### src/rtl/slxfp_pkg.sv
// package for the sync/length/xor frame parser
// holds byte codes, parse modes, byte roles, status codes and the result struct
// no dependencies
`timescale 1ns / 1ps
`default_nettype none

package slxfp_pkg;

    // frame constants
    localparam logic [7:0]  SYNC_BYTE        = 8'h5A;
    localparam logic [15:0] MAX_LEN_RESET    = 16'd256;
    localparam int          COUNT_W          = 17;
    localparam int          HEADER_BYTES     = 4;
    localparam logic [COUNT_W-1:0] CNT_COMMAND  = COUNT_W'(2);
    localparam logic [COUNT_W-1:0] CNT_LEN_HIGH = COUNT_W'(3);
    localparam logic [COUNT_W-1:0] CNT_SYNC     = COUNT_W'(1);

    // parser modes
    typedef enum logic [1:0] {
        MODE_IDLE   = 2'd0,
        MODE_HEADER = 2'd1,
        MODE_BODY   = 2'd2
    } mode_t;

    // role of each byte in the frame
    typedef enum logic [2:0] {
        ROLE_IGNORED  = 3'd0,
        ROLE_SYNC     = 3'd1,
        ROLE_COMMAND  = 3'd2,
        ROLE_LEN_HIGH = 3'd3,
        ROLE_LEN_LOW  = 3'd4,
        ROLE_PAYLOAD  = 3'd5,
        ROLE_CHECKSUM = 3'd6,
        ROLE_TRAILER  = 3'd7
    } role_t;

    // frame verdict
    typedef enum logic [1:0] {
        STATUS_NONE      = 2'd0,
        STATUS_GOOD      = 2'd1,
        STATUS_TOO_LONG  = 2'd2,
        STATUS_BAD_CHECK = 2'd3
    } status_t;

    // one result transaction
    typedef struct packed {
        logic [7:0] data_byte;
        role_t      byte_role;
        logic       frame_done;
        status_t    frame_status;
    } result_t;

endpackage

`default_nettype wire

### src/rtl/sync_length_xor_frame_parser.sv
// sync/length/xor frame parser: each received byte is echoed with its frame role
// path: an accepted byte waits in the input register, is parsed once the result
// register is free, and its result is offered from there: two register stages (input, result)
// throughput: one byte per cycle while the result register is free; out_ready low stalls it
// reset: asynchronous active low; parser idles waiting for sync, max length 256
// built from slxfp_in_stage, slxfp_parse_core and slxfp_out_stage; uses slxfp_pkg
`timescale 1ns / 1ps
`default_nettype none

module sync_length_xor_frame_parser (
    input  wire logic        clk,
    input  wire logic        rst_n,
    input  wire logic        cfg_write_en,
    input  wire logic [15:0] cfg_write_data,
    input  wire logic [7:0]  rx_byte,
    input  wire logic        rx_valid,
    output logic             rx_ready,
    output logic [7:0]       data_byte,
    output logic [2:0]       byte_role,
    output logic             frame_done,
    output logic [1:0]       frame_status,
    output logic             out_valid,
    input  wire logic        out_ready
);

    import slxfp_pkg::*;

    logic    [7:0] byte_q;
    logic          byte_valid;
    logic          out_free;
    logic          fire;
    result_t       result_d;
    result_t       result_q;

    // a byte moves from input register to result register when both allow it
    assign fire = byte_valid && out_free;

    // input register
    slxfp_in_stage u_in_stage (
        .clk      (clk),
        .rst_n    (rst_n),
        .rx_byte  (rx_byte),
        .rx_valid (rx_valid),
        .rx_ready (rx_ready),
        .byte_q   (byte_q),
        .valid_q  (byte_valid),
        .take     (fire)
    );

    // parse logic and state
    slxfp_parse_core u_parse_core (
        .clk            (clk),
        .rst_n          (rst_n),
        .cfg_write_en   (cfg_write_en),
        .cfg_write_data (cfg_write_data),
        .byte_in        (byte_q),
        .fire           (fire),
        .result         (result_d)
    );

    // result register
    slxfp_out_stage u_out_stage (
        .clk       (clk),
        .rst_n     (rst_n),
        .result_d  (result_d),
        .load      (fire),
        .free      (out_free),
        .result_q  (result_q),
        .out_valid (out_valid),
        .out_ready (out_ready)
    );

    // result fields
    assign data_byte    = result_q.data_byte;
    assign byte_role    = result_q.byte_role;
    assign frame_done   = result_q.frame_done;
    assign frame_status = result_q.frame_status;

endmodule

`default_nettype wire

### src/rtl/slxfp_in_stage.sv
// input register stage of the frame parser
// captures one received byte per transaction; depends on nothing else
`timescale 1ns / 1ps
`default_nettype none

module slxfp_in_stage (
    input  wire logic       clk,
    input  wire logic       rst_n,
    input  wire logic [7:0] rx_byte,
    input  wire logic       rx_valid,
    output logic            rx_ready,
    output logic [7:0]      byte_q,
    output logic            valid_q,
    input  wire logic       take
);

    logic       valid_reg;
    logic       valid_next;
    logic [7:0] byte_reg;

    // free when empty or when the held byte moves on this cycle
    assign rx_ready = !valid_reg || take;

    // occupancy
    always_comb
    begin
        valid_next = valid_reg;
        if (rx_valid && rx_ready)
        begin
            valid_next = 1'b1;
        end
        else if (take)
        begin
            valid_next = 1'b0;
        end
    end

    always_ff @(posedge clk or negedge rst_n)
    begin
        if (!rst_n)
        begin
            valid_reg <= 1'b0;
        end
        else
        begin
            valid_reg <= valid_next;
        end
    end

    // payload capture
    always_ff @(posedge clk)
    begin
        if (rx_valid && rx_ready)
        begin
            byte_reg <= rx_byte;
        end
    end

    assign byte_q  = byte_reg;
    assign valid_q = valid_reg;

endmodule

`default_nettype wire

### src/rtl/slxfp_parse_core.sv
// frame parse state machine with running xor, byte counter and length check
// uses slxfp_pkg for modes, roles, status codes and the result struct
`timescale 1ns / 1ps
`default_nettype none

module slxfp_parse_core (
    input  wire logic             clk,
    input  wire logic             rst_n,
    input  wire logic             cfg_write_en,
    input  wire logic [15:0]      cfg_write_data,
    input  wire logic [7:0]       byte_in,
    input  wire logic             fire,
    output slxfp_pkg::result_t    result
);

    import slxfp_pkg::*;

    mode_t                mode_reg, mode_next;
    logic [COUNT_W-1:0]   count_reg, count_next;
    logic [15:0]          len_reg, len_next;
    logic [7:0]           xor_reg, xor_next;
    logic                 match_reg, match_next;
    logic [15:0]          max_len_reg;

    logic [COUNT_W-1:0]   count_inc;
    logic [COUNT_W-1:0]   payload_end;
    logic [COUNT_W-1:0]   checksum_pos;
    logic [15:0]          len_full;
    logic                 len_too_big;

    // shared arithmetic
    assign count_inc    = count_reg + COUNT_W'(1);
    assign payload_end  = {1'b0, len_reg} + COUNT_W'(HEADER_BYTES);
    assign checksum_pos = {1'b0, len_reg} + COUNT_W'(HEADER_BYTES + 1);
    assign len_full     = {len_reg[15:8], byte_in};
    assign len_too_big  = len_full > max_len_reg;

    // next state
    always_comb
    begin
        mode_next  = mode_reg;
        count_next = count_reg;
        len_next   = len_reg;
        xor_next   = xor_reg;
        match_next = match_reg;
        unique case (mode_reg)
            MODE_HEADER:
            begin
                count_next = count_inc;
                if (count_inc == CNT_COMMAND)
                begin
                    xor_next = byte_in;
                end
                else if (count_inc == CNT_LEN_HIGH)
                begin
                    xor_next = xor_reg ^ byte_in;
                    len_next = {byte_in, 8'h00};
                end
                else
                begin
                    xor_next  = xor_reg ^ byte_in;
                    len_next  = len_full;
                    mode_next = len_too_big ? MODE_IDLE : MODE_BODY;
                end
            end
            MODE_BODY:
            begin
                count_next = count_inc;
                if (count_inc <= payload_end)
                begin
                    xor_next = xor_reg ^ byte_in;
                end
                else if (count_inc == checksum_pos)
                begin
                    match_next = (byte_in == xor_reg);
                end
                else
                begin
                    mode_next = MODE_IDLE;
                end
            end
            default:
            begin
                mode_next = MODE_IDLE;
                if (byte_in == SYNC_BYTE)
                begin
                    count_next = CNT_SYNC;
                    xor_next   = 8'h00;
                    match_next = 1'b0;
                    mode_next  = MODE_HEADER;
                end
            end
        endcase
    end

    // result for the current byte
    always_comb
    begin
        result.data_byte    = byte_in;
        result.byte_role    = ROLE_IGNORED;
        result.frame_done   = 1'b0;
        result.frame_status = STATUS_NONE;
        unique case (mode_reg)
            MODE_HEADER:
            begin
                if (count_inc == CNT_COMMAND)
                begin
                    result.byte_role = ROLE_COMMAND;
                end
                else if (count_inc == CNT_LEN_HIGH)
                begin
                    result.byte_role = ROLE_LEN_HIGH;
                end
                else
                begin
                    result.byte_role = ROLE_LEN_LOW;
                    if (len_too_big)
                    begin
                        result.frame_done   = 1'b1;
                        result.frame_status = STATUS_TOO_LONG;
                    end
                end
            end
            MODE_BODY:
            begin
                if (count_inc <= payload_end)
                begin
                    result.byte_role = ROLE_PAYLOAD;
                end
                else if (count_inc == checksum_pos)
                begin
                    result.byte_role = ROLE_CHECKSUM;
                end
                else
                begin
                    result.byte_role    = ROLE_TRAILER;
                    result.frame_done   = 1'b1;
                    result.frame_status = match_reg ? STATUS_GOOD : STATUS_BAD_CHECK;
                end
            end
            default:
            begin
                if (byte_in == SYNC_BYTE)
                begin
                    result.byte_role = ROLE_SYNC;
                end
            end
        endcase
    end

    // parse state, updated once per processed byte
    always_ff @(posedge clk or negedge rst_n)
    begin
        if (!rst_n)
        begin
            mode_reg  <= MODE_IDLE;
            count_reg <= '0;
            len_reg   <= '0;
            xor_reg   <= '0;
            match_reg <= 1'b0;
        end
        else if (fire)
        begin
            mode_reg  <= mode_next;
            count_reg <= count_next;
            len_reg   <= len_next;
            xor_reg   <= xor_next;
            match_reg <= match_next;
        end
    end

    // maximum payload length register
    always_ff @(posedge clk or negedge rst_n)
    begin
        if (!rst_n)
        begin
            max_len_reg <= MAX_LEN_RESET;
        end
        else if (cfg_write_en)
        begin
            max_len_reg <= cfg_write_data;
        end
    end

endmodule

`default_nettype wire

### src/rtl/slxfp_out_stage.sv
// result register stage of the frame parser
// holds one result transaction until taken; uses slxfp_pkg for the result struct
`timescale 1ns / 1ps
`default_nettype none

module slxfp_out_stage (
    input  wire logic               clk,
    input  wire logic               rst_n,
    input  wire slxfp_pkg::result_t result_d,
    input  wire logic               load,
    output logic                    free,
    output slxfp_pkg::result_t      result_q,
    output logic                    out_valid,
    input  wire logic               out_ready
);

    import slxfp_pkg::*;

    logic    valid_reg;
    logic    valid_next;
    result_t result_reg;

    // can take a new result when empty or when the held one leaves now
    assign free = !valid_reg || out_ready;

    // occupancy
    always_comb
    begin
        valid_next = valid_reg;
        if (load)
        begin
            valid_next = 1'b1;
        end
        else if (out_ready)
        begin
            valid_next = 1'b0;
        end
    end

    always_ff @(posedge clk or negedge rst_n)
    begin
        if (!rst_n)
        begin
            valid_reg <= 1'b0;
        end
        else
        begin
            valid_reg <= valid_next;
        end
    end

    // payload capture
    always_ff @(posedge clk)
    begin
        if (load)
        begin
            result_reg <= result_d;
        end
    end

    assign result_q  = result_reg;
    assign out_valid = valid_reg;

endmodule

`default_nettype wire
### config.mk
export PLATFORM = sky130hd
export DESIGN_NAME = sync_length_xor_frame_parser
export DESIGN_NICKNAME = d
export VERILOG_FILES = /design/src/rtl/slxfp_pkg.sv /design/src/rtl/sync_length_xor_frame_parser.sv /design/src/rtl/slxfp_in_stage.sv /design/src/rtl/slxfp_parse_core.sv /design/src/rtl/slxfp_out_stage.sv
export SDC_FILE = /design/constraint.sdc
export NUM_CORES = 1
export LEC_CHECK = 0
export BUFFER_PORTS_ARGS = -buffer_cell sky130_fd_sc_hd__buf_2
export CORE_AREA = 2 2 109 111
export CTS_CLUSTER_DIAMETER = 100
export DETAILED_ROUTE_END_ITERATION = 10
export DIE_AREA = 0 0 111 113
export GPL_TIMING_DRIVEN = 0
export PLACE_DENSITY = 0.68
export SYNTH_ARGS = -nofsm -noshare
export SYNTH_HDL_FRONTEND = slang
export SYNTH_SLANG_ARGS = --single-unit
### constraint.sdc
create_clock -name clk -period 4.05 [get_ports clk]
set_clock_uncertainty 0.15 [all_clocks]
set_input_delay 0.2025 -clock clk [delete_from_list [all_inputs] [get_ports clk]]
set_output_delay 0.2025 -clock clk [all_outputs]
set_load 0.01 [all_outputs]
==> Word level (Yosys, flattened, before mapping) <==
Index checks and enable logic that the tools add are counted.
{ "word_totals": {"reg_bits": 84, "input_bits": 29, "out_inout_bits": 16, "word_cells": 88} }
{ "op_classes": {"n_addsub": 3, "magnitude_cmp": 2, "n_eq_ne": 13, "mux": 35, "n_bitwise": 3, "reduce_logical": 18} }
{ "ops": {"columns": ["cell", "n"], "rows": [
  ["16-bit by 3-bit adder with 17-bit output, second input constant", 2],
  ["17-bit by 2-bit == test with 1-bit output, second input constant", 2],
  ["17-bit two-way mux", 2],
  ["8-bit two-way mux", 4],
  ["3-bit two-way mux", 8],
  ["17-bit by 1-bit adder with 17-bit output, second input constant", 1],
  ["17-bit == test", 1],
  ["17-bit <= comparator", 1],
  ["16-bit > comparator", 1],
  ["8-bit case mux with 2 select lines", 1],
  ["2-bit two-way mux", 6],
  ["3-bit case mux with 2 select lines", 2],
  ["1-bit two-way mux", 10],
  ["5-bit AND reduction", 2],
  ["8-bit by 7-bit == test with 1-bit output, second input constant", 1],
  ["8-bit == test", 1],
  ["2-bit != test, second input constant", 4],
  ["2-bit nonzero test", 4],
  ["8-bit XOR", 1],
  ["3-bit AND reduction", 2],
  ["2-bit by 1-bit != test with 1-bit output, second input constant", 2],
  ["2-bit case mux with 2 select lines", 1],
  ["4-bit AND reduction", 1],
  ["3-bit nonzero test", 1],
  ["9 further kinds", 13]
]} }

==> Longest topological paths before layout <==
Gate-level depths: netlist of the first run.
{ "depth": {"ltp_word": 6, "depth_mapped": 16} }

==> Modules after synthesis <==
Synthesis of the first run repeated with hierarchy kept, for this count alone.
{ "unflattened": {"hier_cells": 600, "hier_area_um2": 5646.7} }
{ "modules_own_cells": {"columns": ["module", "n_inst", "cells_each", "area_per_inst_um2", "seq_area_each_um2"], "rows": [
  ["slxfp_parse_core", 1, 570, 4878.4, 1502.7],
  ["slxfp_out_stage", 1, 17, 467.9, 445.4],
  ["slxfp_in_stage", 1, 12, 294.0, 265.3],
  ["sync_length_xor_frame_parser", 1, 1, 6.3, 0.0]
]} }

==> Worst setup path before layout of the first run <==
No wires, ideal clock.
{ "synth_path": {"path_type": "register -> register", "from": "register u_parse_core.count_reg[0]", "to": "register u_parse_core.xor_reg[4]", "setup_ps": 121, "arrival_ps": 3398, "t_required_ps": 3779, "slack_ps": 381, "path_stages_with_launch": 17, "path_buffers": 1, "path_cell_list": "dfrtp_1 -> ha_1 -> buf_2 -> nand4_1 -> nor4_2 -> xnor2_1 -> inv_1 -> ha_1 -> a21oi_1 -> nor2b_1 -> o21ai_0 -> nand2b_1 -> a2111oi_0 -> nor2_1 -> a21o_1 -> o21bai_1 -> a22o_1"} }
{ "synth_via": {"elab_chain_cells": 4, "word_cells_on_any_way": 7} }
{ "synth_rtl": {"columns": ["element", "line_no", "rtl"], "rows": [
  ["start: declaration", "slxfp_parse_core.sv:19", "logic [COUNT_W-1:0] count_reg, count_next;"],
  ["start signal: assignment", "slxfp_parse_core.sv:165", "count_reg <= count_next;"],
  ["17-bit by 1-bit adder with 17-bit output *", "slxfp_parse_core.sv:32", "assign count_inc = count_reg + COUNT_W'(1);"],
  ["17-bit <= comparator / 17-bit by 2-bit == test with 1-bit output (equally long branches)", "slxfp_parse_core.sv:69, slxfp_parse_core.sv:50", null],
  ["2-bit by 1-bit != test with 1-bit output (no source line) / 8-bit two-way mux (equally long branches)", null, null],
  ["3-bit AND reduction (no source line) / 8-bit case mux with 2 select lines (equally long branches)", null, null],
  ["end signal: assignment", "slxfp_parse_core.sv:167", "xor_reg <= xor_next;"],
  ["end: declaration", "slxfp_parse_core.sv:21", "logic [7:0] xor_reg, xor_next;"]
]} }
Every way passes the cells marked *; elsewhere a longest branch is shown, timed or not.
A chain may end at the register's enable or synchronous reset.

==> Final worst setup path of the first run <==
{ "layout_path": {"from": "register u_parse_core.count_reg[1]", "to": "register u_parse_core.xor_reg[4]"} }
Same word-level chain as after synthesis.

==> results of run 1 <==
-- worst max-delay path: cells and delay by family (launching register included) --
kind                       cells  cell delay (ns)
AOI/OAI and AO/OA              6             1.43
and+or+nand+nor                3             0.69
adders and majority gates      2             0.48
DFF                            1             0.42
buffers and inverters          2             0.37
xor gates and xnor gates       1             0.18
-- power breakdown --
group / switching [mW] / internal (mW) / leakage (nW)
Combinational: 0.314 / 0.263 / 1.91
Clock: 0.376 / 0.549 / 0.155
Sequential: 0.0803 / 0.952 / 1.03
Total: 0.770 / 1.76 / 3.09
-- cells in the mapped netlist, types with 2 or more instances --
master | count | area (um2)
a21oi_1 | 21 | 105
inv_1 | 40 | 150
edfxtp_1 | 22 | 661
a311oi_1 | 5 | 43.8
nor3_2 | 2 | 20.0
a21o_1 | 19 | 143
and2_1 | 6 | 37.5
nor4b_1 | 3 | 26.3
o21ai_0 | 50 | 250
nand2_1 | 63 | 236
ha_1 | 41 | 513
nand4_4 | 2 | 42.5
dfrtp_1 | 61 | 1530
nand4b_1 | 3 | 26.3
nand4_1 | 14 | 87.6
o211ai_1 | 5 | 37.5
buf_2 | 5 | 25.0
nor2b_1 | 4 | 25.0
a211oi_1 | 3 | 22.5
o21bai_1 | 5 | 37.5
nor2_1 | 21 | 78.8
mux2i_1 | 3 | 30.0
nor3_1 | 14 | 70.1
a22o_1 | 12 | 105
o31ai_1 | 2 | 15.0
or3_1 | 9 | 56.3
xnor2_1 | 31 | 272
nand2b_1 | 9 | 56.3
xor2_1 | 17 | 149
mux2_2 | 8 | 90.1
o31a_1 | 2 | 17.5
o211a_1 | 2 | 20.0
and3_1 | 3 | 18.8
nand3_1 | 16 | 80.1
or2_2 | 3 | 18.8
clkbuf_1 | 15 | 56.3
nor4_1 | 9 | 56.3
o21a_1 | 4 | 30.0
and4_1 | 2 | 17.5
-- layer usage --
metal / routed length [um] / up-vias
li1: - / 2271
met1: 6400 / 2232
met2: 6880 / 109
met3: 494 / 30
met4: 350 / 0
met5: 0 / -
-- worst paths after layout --
check / start / to / cells after the start
min in group asynchronous: rst_n / u_parse_core.count_reg[9] / 2
min: cfg_write_en / u_parse_core.max_len_reg[1] / 3
min reg2reg: u_in_stage.valid_q / u_out_stage.out_valid / 1
max in group asynchronous: rst_n / u_parse_core.mode_reg[0] / 3
max: u_parse_core.count_reg[1] / u_parse_core.xor_reg[4] / 14
max reg2reg: u_parse_core.count_reg[1] / u_parse_core.xor_reg[4] / 14
-- repair_timing --
item	CTS	global route
buffers inserted	1	5
setup endpoints to repair	16	21
endpoints found under the hold margin	58	0
pin swaps	1	5
hold buffers	28	0
resized for setup	6	19
-- stage by stage --
step	hold WS (ns)	setup WS, ns	cells	utilization
after CTS	0.218	0.00442	815	0.587
after global placement	0.229	-0.554	769	0.528
after floorplan	-0.243	0.381	582	-
after detailed placement	0.199	-0.627	770	0.530
final	0.226	0.199	819	0.596
after global routing	0.299	-0.0448	819	0.596
-- kinds of logic (layout without fill, tap and decap cells) --
kind of cell               after synthesis  after routing  synth area share
and+or+nand+nor                        190            190             0.187
AOI/OAI and AO/OA                      141            141             0.168
DFF                                     84             84             0.399
buffers and inverters                   64            158            0.0464
xor gates and xnor gates                51             51            0.0856
adders and majority gates               41             41            0.0924
muxes                                   11             11            0.0216
-- area by class of cell --
cell class,count,share of cell area
Sequential cell,84,0.330
Clock buffer,10,0.0341
Buffer,22,0.0149
Tap cell,143,0.0266
Timing Repair Buffer,79,0.0847
Multi-Input combinational cell,434,0.473
Clock inverter,6,0.0143
Inverter,41,0.0229
==> out/metrics.yaml, run 1 <==
synth_cells: 582
coreArea_um2: 11300
status: "completed"
antenna_found_initial: 0
grt_max_degree: 35
root_buffer: "clkbuf_16"
synth_area_per_cell_um2: 9.54
final_common_cell: "nand2_1"
synth_cell_types: 65
slew_viol_final: 0
synth_ff_type: "dfrtp_1"
io-pin-count: 45
pwr_density_cell_nw_per_um2: 377
avgViaCountPerCell: 5.67
p_leak_nw: 3.09
grt_pass1_vias: 4820
cts.path.max_buffers: 2
diodes: 0
grt_use_met2: 0.403
portBuffers: 44
worstSkewPairLatency_ns: 0.36
ant_nets: 0
met1_usage: 0.291
die_y_um: 113
yosys_warnings: 0
setup-tns-final_ns: 0
rows: 39
setup_violations: 0
track_usage: 0.231
crit_chain: "ha_1, buf_2, nand4_1, buf_6, or3_1, xnor2_2, ha_1, a21o_1, a21o_1, a2111oi_4, nor2_2, a21o_4, o21bai_1, a22o_1"
dieArea_um2: 12500
cap_violations: 0
grt.busiest_layer: "met2"
synth.net_count: 652
design_area_um2: 6720
required_ns: 4.14
critPathMaxFanout: 8
drc: 0
die_x_um: 111
multi_input_area_um2: 3180
critPathMaxStageDelay_ns: 0.42
worst_path_max_delay_cell: "dfrtp_2"
place.gp.congestion: 0.903
min_period_ns: 3.85
crit_arrival_ns: 3.94
max_slew_margin: 0.441
clk_pin_slew_ns: 0.07
peakVddDrop_v: 0.000299
start_kind: "flip-flop"
ff2ff_setup_slack_ns: 0.20
largest_reg_flops: 17
synth_area_um2: 5550
final-seq-area_um2: 2220
hold_viol_final: 0
post-route-period-util: 0.951
worst_setup_path_end_kind: "flip-flop"
cts_tree: "built"
initial_core_util: 0.493
power_mw: 2.53
fillers: 948
ys_seq_area_frac: 0.399
synth-seq-cells: 84
mostFrequentLayoutCells: "63 x nand2_1, 59 x dfrtp_1, 49 x buf_2"
syn_to_final_growth_pct: 21.0
wl_per_cell_um: 17.2
first_pass_iters: 5
use_met3: 0.0305
async_flop_share: 0.738
grt_pass1_wl_um: 23200
wirelength_um: 14100
hold_path_class: "input pin to flip-flop"
synth_edf_count: 22
cts_inserted_buffers: 9
h-tree-depth: 3
overflow: 0
fmax_mhz: 260
dpl_cell_area_um2: 5970
drive_gt1_frac: 0.173
num_vias: 4642
nets: 741
drtIter0Drc: 290
cts_sinks: 84
dpl.hpwl_um: 9830
tightest_slew_ns: 0.832
crit_type: "flip-flop to flip-flop"
Note: power is estimated with default switching activity, not from simulation.
==> run 2: changes to the inputs <==
- ABC_AREA: not set -> 1
- CORE_AREA: 2 2 109 111 -> 2 2 113 115
- CTS_BUF_LIST: not set -> sky130_fd_sc_hd__clkbuf_16
- DIE_AREA: 0 0 111 113 -> 0 0 115 117
==> out/metrics.yaml, run 2 <==
switching_power_mw: 1.15
final_common_cell: "nand2_1"
ant_nets: 0
die_y_um: 117
nets: 956
crit_start: "u_parse_core.count_reg[0]"
cp.depth: 22
yosys-top-cells-count: "250 x nand2_1, 102 x inv_1, 64 x nor2_1"
root_buffer: "clkbuf_16"
num_vias: 5351
yosys.cell_count.top_type: "nand2_1"
dpl.hpwl_um: 10800
ys_seq_area_frac: 0.368
grt_pass1_vias: 5166
cts_sinks: 84
grt_max_degree: 63
p_leak_nw: 3.48
drive_gt1_frac: 0.128
required_ns: 4.14
overflow: 0
dpl_cell_area_um2: 6420
place.gp.congestion: 0.893
synth_ff_type: "dfrtp_1"
crit_chain: "ha_1, nand3_2, nor2_8, nand2_2, nor2_1, nand2_1, nand2_1, inv_2, ha_1, nand2_1, inv_1, nand3_1, nor2_1, nand4_1, nand3_1, nand2_1, inv_1, nand2_1, nand2_1, a21oi_1, o21ai_1, nand2_1"
peakVddDrop_v: 0.000253
slew_viol_final: 0
swShare: 0.387
pwr_density_cell_nw_per_um2: 423
critPathMaxStageDelay_ns: 0.45
multi_input_area_um2: 3330
worst_path_max_delay_cell: "dfrtp_1"
ys_top_cells_by_area: "dfrtp_1 25%, nand2_1 16%, edfxtp_1 11%"
grt_pass1_wl_um: 24300
drtIter0Drc: 255
mostFrequentLayoutCells: "250 x nand2_1, 103 x inv_1, 64 x nor2_1"
antenna_found_initial: 0
crit_type: "flip-flop to flip-flop"
rsz0062_at_grt: "false"
min_period_ns: 3.57
synth_cells: 803
die_x_um: 115
cpLargestDelayFamily: "simple AND/OR/NAND/NOR gates"
critPathMostFrequentCell: "nand2_1"
post-route-period-util: 0.881
yosys_warnings: 0
cp-endpoint: "u_parse_core.xor_reg[0]"
crit_buf_inv: 3
synth_cell_types: 42
synth_area_per_cell_um2: 7.48
wl_per_cell_um: 13.7
crit_arrival_ns: 3.66
start_kind: "flip-flop"
largest_reg_flops: 17
fmax_mhz: 280
pwr-share-seq: 0.355
ff2ff_path_depth: 22
synth_area_um2: 6010
reg2reg_from: "u_parse_core.count_reg[0]"
track_usage: 0.231
first_pass_iters: 5
dieArea_um2: 13500
timing.rr.end: "u_parse_core.xor_reg[0]"
status: "completed"
setup-tns-final_ns: 0
worstSkewPairLatency_ns: 0.36
diodes: 0
final-seq-area_um2: 2210
synthDominantCellAreaShare: 0.254
tightest_slew_ns: 0.814
pwr-share-clk: 0.281
setup_violations: 0
p_comb_frac: 0.364
synth_edf_count: 22
ff2ff_setup_slack_ns: 0.48
hold_path_class: "input pin to flip-flop"
yosysTopAreaCell: "dfrtp_1"
io-pin-count: 45
critPathMaxFanout: 8
h-tree-depth: 3
cts.repair.resized: 0
intPower_mw: 1.81
cts_inserted_buffers: 9
synth.net_count: 873
synth-seq-cells: 84
drc: 0
hold_viol_final: 0
syn_to_final_growth_pct: 16.4
portBuffers: 44
max_slew_margin: 0.458
timing.hold.ws_ns: 0.241
cts_tree: "built"
coreArea_um2: 12300
cts.path.max_buffers: 2
clk_pin_slew_ns: 0.06
initial_core_util: 0.488
cap_violations: 0
design_area_um2: 6990
rows: 41
worst_setup_path_end_kind: "flip-flop"
avgViaCountPerCell: 5.14
fillers: 1164
wirelength_um: 14300
async_flop_share: 0.738
[run 2: cell type report]
class / count / share of cell area
inverter: 110 / 0.0590
buffer: 11 / 0.00823
sequential: 84 / 0.316
multi-input combinational: 598 / 0.475
tap: 150 / 0.0268
clock buffer: 9 / 0.0322
clock inverter: 7 / 0.00984
timing repair buffer: 72 / 0.0719
[run 2: repair_timing]
item                                    CTS  global route
hold endpoints to repair                 87             0
hold buffers                             28             0
buffers inserted                          0             0
endpoints found under the setup margin    0             0
[run 2: metal layers]
metal,wire (um),vias to the layer above,GRT usage
met1,6920,2456,0.302
li1,-,2779,-
met2,6740,99,0.394
met4,270,0,0.0779
met5,0,-,0
met3,373,17,0.0355
[run 2: how the worst min path moves through the flow]
| stage | cells past startpoint | endpoint | from |
|---|---|---|---|
| finish | 4 | u_parse_core.max_len_reg[4] | cfg_write_en |
| global route | 4 | u_parse_core.max_len_reg[6] | cfg_write_en |
| CTS | 4 | u_parse_core.max_len_reg[6] | cfg_write_en |
| detailed placement | 1 | u_parse_core.count_reg[11] | rst_n |
| global placement | 1 | u_in_stage.byte_q[2] | rx_byte[2] |
| floorplan | 0 | u_in_stage.valid_q | rst_n |
[run 2: per-stage QoR]
stage	std cells	utilization	setup WS, ns	total power, mW
global route	1041	0.568	0.000209	3.19
floorplan	803	-	1.10	1.86
global placement	997	0.521	0.491	2.11
detailed placement	997	0.521	0.527	2.12
finish	1041	0.568	0.481	2.96
CTS	1041	0.568	0.494	2.98
[run 2: power groups by stage]
stage,Sequential (mW),Clock (mW),Combinational [mW]
2_1_floorplan,1.05,0,0.804
3_3_place_gp,1.06,0,1.04
3_5_place_dp,1.06,0,1.05
4_1_cts,1.05,0.845,1.08
5_1_grt,1.06,0.884,1.25
6_report,1.05,0.833,1.08
[run 2: kinds of logic (layout without fill, tap and decap cells)]
group	after synthesis	count (layout)	share of synthesized area
xor+xnor	26	26	0.0379
fa+ha+maj	41	41	0.0854
simple gates	420	420	0.323
compound gates	110	110	0.106
flops	84	84	0.368
buf+inv	121	209	0.0783
mux	1	1	0.00187
[run 2: tightest hold or removal path, cell delays in order]
cell and delay, ns:
buf_2 0.12, clkbuf_1 0.22, nand2_1 0.10, o21ai_0 0.06
==> run 3: changes to the inputs <==
- PLACE_DENSITY: 0.68 -> 0.67
- SKIP_LAST_GASP: not set -> 1
==> out/metrics.yaml, run 3 (synthesis gave the netlist of run 2 again) <==
status: "completed"
hold_path_class: "input pin to flip-flop"
utilization: 0.568
root_buffer: "clkbuf_16"
min_period_ns: 3.65
portBuffers: 44
track_usage: 0.248
wl_per_cell_um: 14.8
start_kind: "flip-flop"
postCtsSetupBuffers: 0
syn_to_final_growth_pct: 16.5
slew_viol_final: 0
setup-tns-final_ns: 0
setup_violations: 0
die_x_um: 115
peakVddDrop_v: 0.000293
wirelength_um: 15400
h-tree-depth: 3
hold_viol_final: 0
die_y_um: 117
cts.path.max_buffers: 2
initial_core_util: 0.488
max_slew_margin: 0.448
multi_input_area_um2: 3330
io-pin-count: 45
crit_arrival_ns: 3.70
diodes: 0
coreArea_um2: 12300
overflow: 0
post-route-period-util: 0.901
rsz0062_at_grt: "false"
p_leak_nw: 3.48
fillers: 1133
critPathMaxFanout: 8
grt_pass1_vias: 5527
first_pass_iters: 5
cts_tree: "built"
final_common_cell: "nand2_1"
clk_pin_slew_ns: 0.07
ant_nets: 0
cts.repair.resized: 0
crit_type: "flip-flop to flip-flop"
drtIter0Drc: 390
cap_violations: 0
dpl.hpwl_um: 11600
final-seq-area_um2: 2210
worst_setup_path_end_kind: "flip-flop"
rows: 41
tightest_slew_ns: 0.828
drc: 0
cts_inserted_buffers: 9
grt_max_degree: 63
pwr_density_cell_nw_per_um2: 430
fmax_mhz: 274
antenna_found_initial: 0
avgViaCountPerCell: 5.28
required_ns: 4.11
largest_reg_flops: 17
grt_pass1_wl_um: 26000
mostFrequentLayoutCells: "250 x nand2_1, 102 x inv_1, 64 x nor2_1"
nets: 956
worstSkewPairLatency_ns: 0.35
drive_gt1_frac: 0.128
cts_sinks: 84
place.gp.congestion: 0.875
num_vias: 5501
dieArea_um2: 13500
run 3: cell types whose count changed in the layout (fill, tap and decap cells not counted), sizes merged:
cell	before	now
inv	110	111
clkinvlp	1	0
run 3: per-stage QoR:
step / power (mW) / cell area, um2 / hold slack, ns / setup WS, ns / std cells
3_3_place_gp: 2.10 / 6420 / 0.229 / 0.499 / 997
2_1_floorplan: 1.86 / 6010 / -0.243 / 1.10 / 803
5_1_grt: 3.24 / 7000 / 0.282 / 0.102 / 1041
4_1_cts: 3.02 / 7000 / 0.219 / 0.431 / 1041
6_report: 3.01 / 7000 / 0.235 / 0.403 / 1041
3_5_place_dp: 2.15 / 6420 / 0.205 / 0.456 / 997
run 3: final cells by class:
class,instances,share of cell area
plain buffers,11,0.00822
clock inverters,7,0.0105
clock buffers,9,0.0322
flip-flops and latches,84,0.316
well taps,150,0.0268
inverters,110,0.0590
multi-input cells,598,0.475
repair buffers,72,0.0719
run 3: path summary, 6_finish.rpt:
check	from	endpoint	slack [ns]	depth (start not counted)
setup / recovery	u_parse_core.count_reg[0]	u_parse_core.xor_reg[2]	0.40	21
min in group asynchronous	rst_n	u_parse_core.count_reg[11]	0.34	2
hold reg to reg	u_parse_core.xor_reg[1]	u_parse_core.xor_reg[1]	0.35	2
setup reg to reg	u_parse_core.count_reg[0]	u_parse_core.xor_reg[2]	0.40	21
hold / removal	cfg_write_en	u_parse_core.max_len_reg[8]	0.24	4
max in group asynchronous	rst_n	u_parse_core.count_reg[1]	2.86	2
run 3: per-layer routing:
metal / part of all wire / GRT usage
met1: 0.44 / 0.310
met2: 0.49 / 0.429
met3: 0.042 / 0.0376
met4: 0.028 / 0.104
met5: 0 / 0
run 3: repair_timing:
| item | CTS | global route |
|---|---|---|
| hold endpoints to repair | 87 | 0 |
| endpoints found under the setup margin | 0 | 0 |
| hold buffers | 28 | 0 |
run 3: worst max-delay path, cell delays in order, from the launching register on:
cell	delay (ns)
dfrtp_1	0.44
ha_1	0.32
nand3_2	0.18
nor2_8	0.18
nand2_2	0.10
nor2_1	0.11
nand2_1	0.06
nand2_1	0.22
inv_2	0.11
ha_1	0.32
nand2_1	0.08
inv_1	0.05
nand3_1	0.09
inv_1	0.08
a21oi_1	0.21
nand3_1	0.10
nand2_1	0.07
inv_1	0.11
nand2_1	0.10
nand2_1	0.21
nand2_1	0.12
o21ai_0	0.11
run 3: power breakdown:
part | internal [mW] | total [mW] | switching [mW]
clock | 0.481 | 0.849 | 0.368
sequential | 0.966 | 1.05 | 0.0872
combinational | 0.375 | 1.10 | 0.730
total | 1.82 | 3.01 | 1.18
